### config.mk
export PLATFORM = sky130hd
export DESIGN_NAME = moving_average_window_flat
export DESIGN_NICKNAME = d
export VERILOG_FILES = /design/src/rtl/core/mavg_pkg.sv /design/src/rtl/core/mavg_req_if.sv /design/src/rtl/core/mavg_rsp_if.sv /design/src/rtl/core/mavg_ram.sv /design/src/rtl/core/moving_average_window.sv /design/src/flat_wrapper.sv
export VERILOG_INCLUDE_DIRS = /design/src /design/src/rtl/core
export SDC_FILE = /design/constraint.sdc
export NUM_CORES = 2
export LEC_CHECK = 0
export BUFFER_PORTS_ARGS = -buffer_cell sky130_fd_sc_hd__buf_2
export CELL_PAD_IN_SITES_DETAIL_PLACEMENT = 0
export CELL_PAD_IN_SITES_GLOBAL_PLACEMENT = 1
export CORE_MARGIN = 2
export CORE_UTILIZATION = 50
export DETAILED_ROUTE_END_ITERATION = 10
export GPL_ROUTABILITY_DRIVEN = 0
export PLACE_DENSITY = 0.74
export SYNTH_ARGS = -nofsm -noshare
export SYNTH_HDL_FRONTEND = slang
export SYNTH_HIERARCHICAL = 1
export SYNTH_SLANG_ARGS = --single-unit
### constraint.sdc
create_clock -name clock -period 12.67 [get_ports clock]
set_input_delay 0 -clock clock [delete_from_list [all_inputs] [get_ports clock]]
set_output_delay 0 -clock clock [all_outputs]
set_load 0.005 [all_outputs]
### src/rtl/core/moving_average_window_macros.svh
// Assertion macros for the moving average window block
`ifndef MOVING_AVERAGE_WINDOW_MACROS_SVH
`define MOVING_AVERAGE_WINDOW_MACROS_SVH
`ifndef NO_ASSERTIONS
`define MAVG_ASSERT_IMP(label, clk, rst, ante, cons) \
   label: assert property (@(posedge clk) disable iff (rst) (ante) |-> (cons)) \
      else $error("mavg check failed");
`define MAVG_ASSERT_NXT(label, clk, rst, ante, cons) \
   label: assert property (@(posedge clk) disable iff (rst) (ante) |=> (cons)) \
      else $error("mavg check failed");
`else
`define MAVG_ASSERT_IMP(label, clk, rst, ante, cons)
`define MAVG_ASSERT_NXT(label, clk, rst, ante, cons)
`endif
`endif

### src/rtl/core/mavg_pkg.sv
// Shared types, constants and helpers for the moving average window
package mavg_pkg;
   localparam int MAX_WINDOW_DEF = 64;
   localparam int SAMPLE_BITS_DEF = 16;
   localparam int SUM_BITS = 22;
   localparam int WSIZE_BITS = 7;
   localparam logic [WSIZE_BITS-1:0] WSIZE_RESET = 7'd64;

   typedef enum logic {
      REQ_ADD  = 1'b0,
      REQ_FILL = 1'b1
   } req_kind_type;

   typedef enum logic [2:0] {
      ST_IDLE,
      ST_FILL,
      ST_LOOK,
      ST_UPD,
      ST_SCAN,
      ST_PREP,
      ST_DIV,
      ST_HOLD
   } state_type;

   // clamp window size to 1..max_win
   function automatic logic [WSIZE_BITS-1:0] eff_size(input logic [WSIZE_BITS-1:0] wsize,
                                                      input int max_win);
      logic [WSIZE_BITS-1:0] n;
      n = wsize;
      if (wsize == '0) begin
         n = WSIZE_BITS'(1);
      end else if (int'(wsize) > max_win) begin
         n = WSIZE_BITS'(max_win);
      end
      return n;
   endfunction
endpackage

### src/rtl/core/mavg_req_if.sv
// Request channel: one sample word or fill word
interface mavg_req_if #(
   parameter int SAMPLE_BITS = mavg_pkg::SAMPLE_BITS_DEF
);
   logic                          valid;
   logic                          ready;
   logic                          req_type;
   logic signed [SAMPLE_BITS-1:0] sample_value;

   modport source (output valid, output req_type, output sample_value, input ready);
   modport sink (input valid, input req_type, input sample_value, output ready);
endinterface

### src/rtl/core/mavg_rsp_if.sv
// Response channel: window average and window sum
interface mavg_rsp_if #(
   parameter int SAMPLE_BITS = mavg_pkg::SAMPLE_BITS_DEF
);
   import mavg_pkg::*;

   logic                          valid;
   logic                          ready;
   logic signed [SAMPLE_BITS-1:0] average;
   logic signed [SUM_BITS-1:0]    window_sum;

   modport source (output valid, output average, output window_sum, input ready);
   modport sink (input valid, input average, input window_sum, output ready);
endinterface

### src/rtl/core/mavg_ram.sv
// Generic single-write, single-read RAM with registered read data
module mavg_ram #(
   parameter int WIDTH = mavg_pkg::SAMPLE_BITS_DEF,
   parameter int DEPTH = mavg_pkg::MAX_WINDOW_DEF
) (
   input  logic                     clock,
   input  logic                     we,
   input  logic [$clog2(DEPTH)-1:0] waddr,
   input  logic [WIDTH-1:0]         wdata,
   input  logic [$clog2(DEPTH)-1:0] raddr,
   output logic [WIDTH-1:0]         rdata
);
   logic [WIDTH-1:0] mem_ff [DEPTH];
   logic [WIDTH-1:0] rdata_ff;

   always_ff @(posedge clock) begin
      if (we) begin
         mem_ff[waddr] <= wdata;
      end
      rdata_ff <= mem_ff[raddr];
   end

   assign rdata = rdata_ff;
endmodule

### src/rtl/core/moving_average_window.sv
// Boxcar moving average over a ring of the last window_size samples.
// An add word, once accepted, passes a RAM read, a running-sum update, a sign step, ACC
// one-bit divide steps with ACC = SAMPLE_BITS+7, 23 by default, and the output load, which
// waits in ST_HOLD while the output register is still full; when the window size differs
// from the one used for the previous sum, a full rescan of the window comes before the sign
// step. A fill word does one RAM write per window entry, then the divide.
// The one-read-per-cycle sample RAM and the bit-serial divider set this sequence; one word is
// in work at a time and the next is taken the cycle after the result moves into the output
// register, so a new word is not taken before the last one is through. Sample entries read
// as zero until first written, so no clearing pass is needed after reset.
`include "moving_average_window_macros.svh"

module moving_average_window #(
   parameter int MAX_WINDOW  = mavg_pkg::MAX_WINDOW_DEF,
   parameter int SAMPLE_BITS = mavg_pkg::SAMPLE_BITS_DEF
) (
   input  logic                             clock,
   input  logic                             reset,
   input  logic                             csr_write_en,
   input  logic [mavg_pkg::WSIZE_BITS-1:0]  csr_write_data,
   mavg_req_if.sink                         req_bus,
   mavg_rsp_if.source                       rsp_bus
);
   import mavg_pkg::*;

   localparam int PTR_W  = $clog2(MAX_WINDOW);
   localparam int CMP_W  = (PTR_W + 1 > WSIZE_BITS) ? PTR_W + 1 : WSIZE_BITS;
   localparam int ACC_W  = SAMPLE_BITS + WSIZE_BITS;
   localparam int DCNT_W = $clog2(ACC_W);
   localparam int REM_W  = WSIZE_BITS + 1;

   state_type                     state_ff, state_in;
   logic [WSIZE_BITS-1:0]         wsize_ff, wsize_in;
   logic [PTR_W-1:0]              wp_ff, wp_in;
   logic signed [ACC_W-1:0]       acc_ff, acc_in;
   logic [WSIZE_BITS-1:0]         sum_n_ff, sum_n_in;
   req_kind_type                  kind_ff, kind_in;
   logic signed [SAMPLE_BITS-1:0] v_ff, v_in;
   logic [WSIZE_BITS-1:0]         cnt_ff, cnt_in;
   logic [DCNT_W-1:0]             dcnt_ff, dcnt_in;
   logic [ACC_W-1:0]              dq_ff, dq_in;
   logic [REM_W-1:0]              rem_ff, rem_in;
   logic                          neg_ff, neg_in;
   logic [MAX_WINDOW-1:0]         vld_ff, vld_in;
   logic                          vld_q_ff, vld_q_in;
   logic                          rsp_valid_ff, rsp_valid_in;
   logic signed [SAMPLE_BITS-1:0] avg_ff, avg_in;
   logic signed [SUM_BITS-1:0]    wsum_ff, wsum_in;

   logic [WSIZE_BITS-1:0]         n;
   logic [PTR_W:0]                p_wide;
   logic [PTR_W-1:0]              ptr_next;
   logic                          ram_we;
   logic [PTR_W-1:0]              ram_waddr;
   logic [PTR_W-1:0]              ram_raddr;
   logic [SAMPLE_BITS-1:0]        ram_rdata;
   logic signed [ACC_W-1:0]       old_ext;
   logic signed [ACC_W-1:0]       v_ext;
   logic [REM_W-1:0]              trial;
   logic                          qbit;
   logic                          out_free;

   mavg_ram #(
      .WIDTH (SAMPLE_BITS),
      .DEPTH (MAX_WINDOW)
   ) u_store (
      .clock (clock),
      .we    (ram_we),
      .waddr (ram_waddr),
      .wdata (v_ff),
      .raddr (ram_raddr),
      .rdata (ram_rdata)
   );

   assign n        = eff_size(wsize_ff, MAX_WINDOW);
   assign p_wide   = {1'b0, wp_ff} + (PTR_W + 1)'(1);
   assign ptr_next = (CMP_W'(p_wide) >= CMP_W'(n)) ? '0 : PTR_W'(p_wide);
   assign old_ext  = vld_q_ff ? ACC_W'($signed(ram_rdata)) : '0;
   assign v_ext    = ACC_W'(v_ff);
   assign trial    = {rem_ff[REM_W-2:0], dq_ff[ACC_W-1]};
   assign qbit     = (trial >= REM_W'(n));
   assign out_free = !rsp_valid_ff || rsp_bus.ready;

   assign req_bus.ready      = (state_ff == ST_IDLE);
   assign rsp_bus.valid      = rsp_valid_ff;
   assign rsp_bus.average    = avg_ff;
   assign rsp_bus.window_sum = wsum_ff;

   always_ff @(posedge clock) begin
      if (reset) begin
         state_ff     <= ST_IDLE;
         wsize_ff     <= WSIZE_RESET;
         wp_ff        <= '0;
         acc_ff       <= '0;
         sum_n_ff     <= eff_size(WSIZE_RESET, MAX_WINDOW);
         vld_ff       <= '0;
         rsp_valid_ff <= 1'b0;
      end else begin
         state_ff     <= state_in;
         wsize_ff     <= wsize_in;
         wp_ff        <= wp_in;
         acc_ff       <= acc_in;
         sum_n_ff     <= sum_n_in;
         vld_ff       <= vld_in;
         rsp_valid_ff <= rsp_valid_in;
      end
      kind_ff  <= kind_in;
      v_ff     <= v_in;
      cnt_ff   <= cnt_in;
      dcnt_ff  <= dcnt_in;
      dq_ff    <= dq_in;
      rem_ff   <= rem_in;
      neg_ff   <= neg_in;
      vld_q_ff <= vld_q_in;
      avg_ff   <= avg_in;
      wsum_ff  <= wsum_in;
   end

   always_comb begin
      state_in     = state_ff;
      wsize_in     = csr_write_en ? csr_write_data : wsize_ff;
      wp_in        = wp_ff;
      acc_in       = acc_ff;
      sum_n_in     = sum_n_ff;
      kind_in      = kind_ff;
      v_in         = v_ff;
      cnt_in       = cnt_ff;
      dcnt_in      = dcnt_ff;
      dq_in        = dq_ff;
      rem_in       = rem_ff;
      neg_in       = neg_ff;
      vld_in       = vld_ff;
      rsp_valid_in = rsp_valid_ff && !rsp_bus.ready;
      avg_in       = avg_ff;
      wsum_in      = wsum_ff;
      ram_we       = 1'b0;
      ram_waddr    = PTR_W'(cnt_ff);
      ram_raddr    = PTR_W'(cnt_ff);

      unique case (state_ff)
         ST_IDLE: begin
            if (req_bus.valid) begin
               kind_in = req_kind_type'(req_bus.req_type);
               v_in    = req_bus.sample_value;
               cnt_in  = '0;
               if (req_kind_type'(req_bus.req_type) == REQ_FILL) begin
                  acc_in   = '0;
                  state_in = ST_FILL;
               end else begin
                  state_in = ST_LOOK;
               end
            end
         end
         ST_FILL: begin
            ram_we    = 1'b1;
            ram_waddr = PTR_W'(cnt_ff);
            vld_in[PTR_W'(cnt_ff)] = 1'b1;
            acc_in    = acc_ff + v_ext;
            cnt_in    = cnt_ff + WSIZE_BITS'(1);
            if (cnt_ff == n - WSIZE_BITS'(1)) begin
               sum_n_in = n;
               state_in = ST_PREP;
            end
         end
         ST_LOOK: begin
            ram_raddr = ptr_next;
            state_in  = ST_UPD;
         end
         ST_UPD: begin
            ram_we    = 1'b1;
            ram_waddr = ptr_next;
            vld_in[ptr_next] = 1'b1;
            wp_in     = ptr_next;
            if (n == sum_n_ff) begin
               acc_in   = acc_ff - old_ext + v_ext;
               state_in = ST_PREP;
            end else begin
               acc_in   = '0;
               cnt_in   = '0;
               state_in = ST_SCAN;
            end
         end
         ST_SCAN: begin
            // read data is registered in the RAM, so it belongs to the previous address
            if (cnt_ff != '0) begin
               acc_in = acc_ff + old_ext;
            end
            cnt_in = cnt_ff + WSIZE_BITS'(1);
            if (cnt_ff == n) begin
               sum_n_in = n;
               state_in = ST_PREP;
            end
         end
         ST_PREP: begin
            neg_in   = acc_ff[ACC_W-1];
            dq_in    = acc_ff[ACC_W-1] ? ACC_W'(-acc_ff) : ACC_W'(acc_ff);
            rem_in   = '0;
            dcnt_in  = '0;
            state_in = ST_DIV;
         end
         ST_DIV: begin
            rem_in  = qbit ? (trial - REM_W'(n)) : trial;
            dq_in   = {dq_ff[ACC_W-2:0], qbit};
            dcnt_in = dcnt_ff + DCNT_W'(1);
            if (dcnt_ff == DCNT_W'(ACC_W - 1)) begin
               state_in = ST_HOLD;
            end
         end
         ST_HOLD: begin
            if (out_free) begin
               avg_in       = SAMPLE_BITS'(neg_ff ? -dq_ff : dq_ff);
               wsum_in      = SUM_BITS'(acc_ff);
               rsp_valid_in = 1'b1;
               state_in     = ST_IDLE;
            end
         end
         default: begin
            state_in = ST_IDLE;
         end
      endcase

      vld_q_in = vld_ff[ram_raddr];
   end

   `MAVG_ASSERT_NXT(a_busy_after_accept, clock, reset, req_bus.valid && req_bus.ready, !req_bus.ready)
   `MAVG_ASSERT_IMP(a_rem_below_size, clock, reset, state_ff == ST_DIV, rem_ff < REM_W'(n))
   `MAVG_ASSERT_IMP(a_result_from_hold, clock, reset, $rose(rsp_valid_ff), $past(state_ff == ST_HOLD))
endmodule
### src/flat_wrapper.sv
// flat-port wrapper written by rule: the top's interface ports become plain ports
module moving_average_window_flat import mavg_pkg::*;
#(
   parameter int MAX_WINDOW  = mavg_pkg::MAX_WINDOW_DEF,
   parameter int SAMPLE_BITS = mavg_pkg::SAMPLE_BITS_DEF
)
  (clock, reset, csr_write_en, csr_write_data, req_bus_valid, req_bus_req_type, req_bus_sample_value, req_bus_ready, rsp_bus_valid, rsp_bus_average, rsp_bus_window_sum, rsp_bus_ready);
  mavg_req_if #(.SAMPLE_BITS(SAMPLE_BITS)) req_bus_i ();
  mavg_rsp_if #(.SAMPLE_BITS(SAMPLE_BITS)) rsp_bus_i ();
  input  logic clock;
  input  logic reset;
  input  logic csr_write_en;
  input  logic [mavg_pkg::WSIZE_BITS-1:0] csr_write_data;
  input wire logic [$bits(req_bus_i.valid)-1:0] req_bus_valid;
  input wire logic [$bits(req_bus_i.req_type)-1:0] req_bus_req_type;
  input wire logic [$bits(req_bus_i.sample_value)-1:0] req_bus_sample_value;
  output wire logic [$bits(req_bus_i.ready)-1:0] req_bus_ready;
  output wire logic [$bits(rsp_bus_i.valid)-1:0] rsp_bus_valid;
  output wire logic [$bits(rsp_bus_i.average)-1:0] rsp_bus_average;
  output wire logic [$bits(rsp_bus_i.window_sum)-1:0] rsp_bus_window_sum;
  input wire logic [$bits(rsp_bus_i.ready)-1:0] rsp_bus_ready;
  assign req_bus_i.valid = req_bus_valid;
  assign req_bus_i.req_type = req_bus_req_type;
  assign req_bus_i.sample_value = req_bus_sample_value;
  assign req_bus_ready = req_bus_i.ready;
  assign rsp_bus_valid = rsp_bus_i.valid;
  assign rsp_bus_average = rsp_bus_i.average;
  assign rsp_bus_window_sum = rsp_bus_i.window_sum;
  assign rsp_bus_i.ready = rsp_bus_ready;
  moving_average_window #(.MAX_WINDOW(MAX_WINDOW), .SAMPLE_BITS(SAMPLE_BITS)) u_core (.clock(clock), .reset(reset), .csr_write_en(csr_write_en), .csr_write_data(csr_write_data), .req_bus(req_bus_i), .rsp_bus(rsp_bus_i));
endmodule
==> out/metrics.cfg <==
[outcome]
outcome = complete, no violations

[timing]
finalSetupViolCount = 0
tightestPinTransition_ns = 1.24
max_freq_ghz = 0.135
clock_skew_ns = 0.0251
fin_crit_sh = 0.586
hold-worst-slack_ns = 0.0696
report.final.hold_viol_count = 0
finalCriticalPeriod_ns = 7.42
report.final.slew_viol_count = 0
unrepaired_setup_endpoints_after_global_routing = false
worst_slew_margin_rel = 0.163
setup_total_negative_slack_ns = 0

[detailed_routing]
drt_iter0_markers = 3355
detail_route.drc_violations = 0
via_count = 31300
via_per_inst = 6.19
ant_nets = 0
route.final.wire_length_mm = 138
dr.pass1.iters = 8
wl_per_cell_um = 27.3

[place]
dp_hpwl_mm = 84.8
post_dp_cell_area_um2 = 55600
count_of_buffers_from_port_buffering = 68

[yosys]
synth.ff_latch_count = 1249
yosysSeqAreaShare = 0.674
syn-instance-count = 3384
post_synthesis_xor_xnor_area_fraction = 0.0171
synth_top_family_by_area = multiplexers
ys_dominant_reg_cell = sky130_fd_sc_hd__edfxtp_1
ys_warn_count = 6
synth-async-reset-ratio = 0
yosys.area_share.adder = 0.0245
synth_edf_count = 1121
mappedNetlistNets = 3504
synth_mux_area_frac = 0.128
synth-compound-area-share = 0.0687
synthSimpleGateAreaFrac = 0.0590
syn-cell-area_um2 = 53700
post_synth_num_cell_types = 87
syn_avg_cell_area_um2 = 15.9

[worst_setup_path]
timing.critical_path.arrival_ns = 7.96
max_stage_delay_ns = 0.82
critPathMaxFanout = 101
r2r_setup_slack_ns = 5.25
worstReg2RegEnd = u_core/u_store/rdata[9]
ff2ff_path_depth = 17
worstReg2RegStart = u_core/wp_ff[0]
start_kind = register
critPathCaptureType = register
critPathRequiredTime_ns = 13.21
path_cells = ha_1, nand3_1, xor2_1, inv_1, ha_1, nand4_1, o21ai_0, a211oi_4, a31oi_4, buf_4, inv_8, buf_12, buf_4, mux4_2, a211o_1, a31oi_1, a311oi_1
critical-path-slowest-cell = sky130_fd_sc_hd__buf_4
crit_type = register to register

[floorplan]
coreArea_um2 = 107000
num_io_pins = 69
die_y_um = 332
floorplan.initialDensity = 0.503
die_w_um = 332
fp.dieArea_um2 = 110000
fp-row-count = 120

[grt]
grt_pass1_wl_mm = 206
grtUsageTotal = 0.251
grt_max_degree = 113
antenna_found_initial = 4
grt_pass1_vias = 31400
overall_overflow_remaining_after_global_route = 0

[clock_tree]
cts_num_sinks = 1249
htreeDepth = 4
cts_max_path_buffers = 3
root_buffer = sky130_fd_sc_hd__clkbuf_16
clkSlewWorstSetupHoldPaths_ns = 0.06
cts-resized-gates = 0
clock_insertion_delay_worst_skew_ns = 0.74
tritoncts = done
cts_buffers = 132

[layout]
layout_commonest_cell = sky130_fd_sc_hd__edfxtp_1
layout_cells_sized_above_1 = 0.182
area_delta_synth_final_pct = 12.4
filler_instances = 8212
layout.cells.most_common_list = sky130_fd_sc_hd__edfxtp_1, sky130_fd_sc_hd__nor2_1, sky130_fd_sc_hd__mux4_2, sky130_fd_sc_hd__nand2_1, sky130_fd_sc_hd__a21oi_1
layout.nets = 3669
postLayoutCellArea_um2 = 60400

[run]
drv_cap = 0

[hold_path]
worst_hold_path.num_cells = 2
endpoint_worst_hold = u_core/v_ff[5]
worst_hold_startpoint = req_bus_sample_value[5]
hold_path.class = primary input to register

[power_and_ir_drop]
leakage_dissipation_nw = 20.0
power.ir.vdd_worst_v = 0.000130
fin_total_pwr_mw = 10.8
power.density_cell_area_nw_per_um2 = 179

==> layout make-up <==
| class | count | area [um2] | area share |
|---|---|---|---|
| repair buffers | 211 | 1570 | 0.0261 |
| well taps | 1403 | 1760 | 0.0291 |
| flip-flops and latches | 1249 | 36200 | 0.600 |
| clock inverters | 67 | 639 | 0.0106 |
| inverters | 127 | 489 | 0.00810 |
| multi-input cells | 1828 | 16100 | 0.266 |
| diodes | 2 | 5.00 | 0.0000829 |
| clock buffers | 169 | 3610 | 0.0598 |
==> synthesized netlist by cell type (21+ instances only) <==
master / number / area share
sky130_fd_sc_hd__a21oi_1: 146 / 0.014
sky130_fd_sc_hd__a22o_1: 22 / 0.0036
sky130_fd_sc_hd__a22oi_1: 55 / 0.0077
sky130_fd_sc_hd__and2_1: 24 / 0.0028
sky130_fd_sc_hd__buf_2: 42 / 0.0039
sky130_fd_sc_hd__clkbuf_1: 87 / 0.0061
sky130_fd_sc_hd__dfxtp_1: 128 / 0.048
sky130_fd_sc_hd__edfxtp_1: 1121 / 0.63
sky130_fd_sc_hd__fa_1: 24 / 0.0089
sky130_fd_sc_hd__ha_1: 67 / 0.016
sky130_fd_sc_hd__inv_1: 125 / 0.0087
sky130_fd_sc_hd__mux2_2: 51 / 0.011
sky130_fd_sc_hd__mux2i_1: 124 / 0.023
sky130_fd_sc_hd__mux4_2: 220 / 0.092
sky130_fd_sc_hd__nand2_1: 172 / 0.012
sky130_fd_sc_hd__nand3_1: 59 / 0.0055
sky130_fd_sc_hd__nand4_1: 21 / 0.0024
sky130_fd_sc_hd__nor2_1: 252 / 0.018
sky130_fd_sc_hd__nor2b_1: 42 / 0.0049
sky130_fd_sc_hd__nor3_1: 22 / 0.0020
sky130_fd_sc_hd__o21ai_0: 90 / 0.0084
sky130_fd_sc_hd__o22ai_1: 63 / 0.0073
sky130_fd_sc_hd__xnor2_1: 69 / 0.011
sky130_fd_sc_hd__xor2_1: 36 / 0.0059
==> worst max-delay path, delay by kind of cell (launching register included) <==
kind            cells  cell delay [ns]
simple gates        2             0.22
xor+xnor            1             0.48
compound gates      6             1.71
buf+inv             5             2.66
fa+ha+maj           2             0.65
mux                 1             0.59
flops               1             0.55
==> metal layers <==
metal / part of all wire / global-route usage
met1: 0.41 / 0.346
met2: 0.48 / 0.405
met3: 0.071 / 0.0387
met4: 0.036 / 0.0944
met5: 0.000065 / 0
==> metrics by stage <==
stage / util / worst slack [ns] / instances
finish: 0.566 / 5.25 / 5056
global route: 0.566 / 4.61 / 5054
detailed placement: 0.521 / 5.23 / 4765
floorplan: - / 8.09 / 3384
global placement: 0.521 / 5.31 / 4765
CTS: 0.566 / 5.20 / 5054
==> worst max path at each step <==
stage | startpoint | to
finish | u_core/wp_ff[0] | u_core/u_store/rdata[9]
global route | u_core/wp_ff[0] | u_core/u_store/rdata[15]
CTS | u_core/wp_ff[0] | u_core/u_store/rdata[9]
detailed placement | u_core/wp_ff[0] | u_core/u_store/rdata[9]
global placement | u_core/wp_ff[0] | u_core/u_store/rdata[15]
floorplan | u_core/wsize_ff[3] | u_core/u_store/mem_ff[49][0]
==> cells by family after synthesis <==
| family | count (synthesis) |
|---|---|
| and+or+nand+nor | 674 |
| DFF | 1249 |
| muxes | 400 |
| xor gates and xnor gates | 105 |
| buffers and inverters | 307 |
| AOI/OAI and AO/OA | 558 |
| adders and majority gates | 91 |
==> state kept, by name (all words and copies together), names as in the netlist, 16 cells and up <==
name	count
u_core/dq_ff	23
u_core/u_store/mem_ff	1024
u_core/acc_ff	23
u_core/vld_ff	64
u_core/v_ff	16
u_core/rsp_bus.average	16
u_core/u_store/rdata	16
u_core/rsp_bus.window_sum	22
==> what timing repair did <==
action	in CTS	in global routing
setup endpoints to repair	0	0
hold buffers	53	0
endpoints found under the hold margin	33	0
setup buffers	0	0
==> where the power goes <==
group / switching (mW) / leakage (nW) / internal, mW
Combinational: 1.41 / 6.84 / 0.907
Sequential: 0.101 / 11.1 / 4.62
Clock: 1.56 / 2.07 / 2.22
Power figures use the tool's default switching activity.
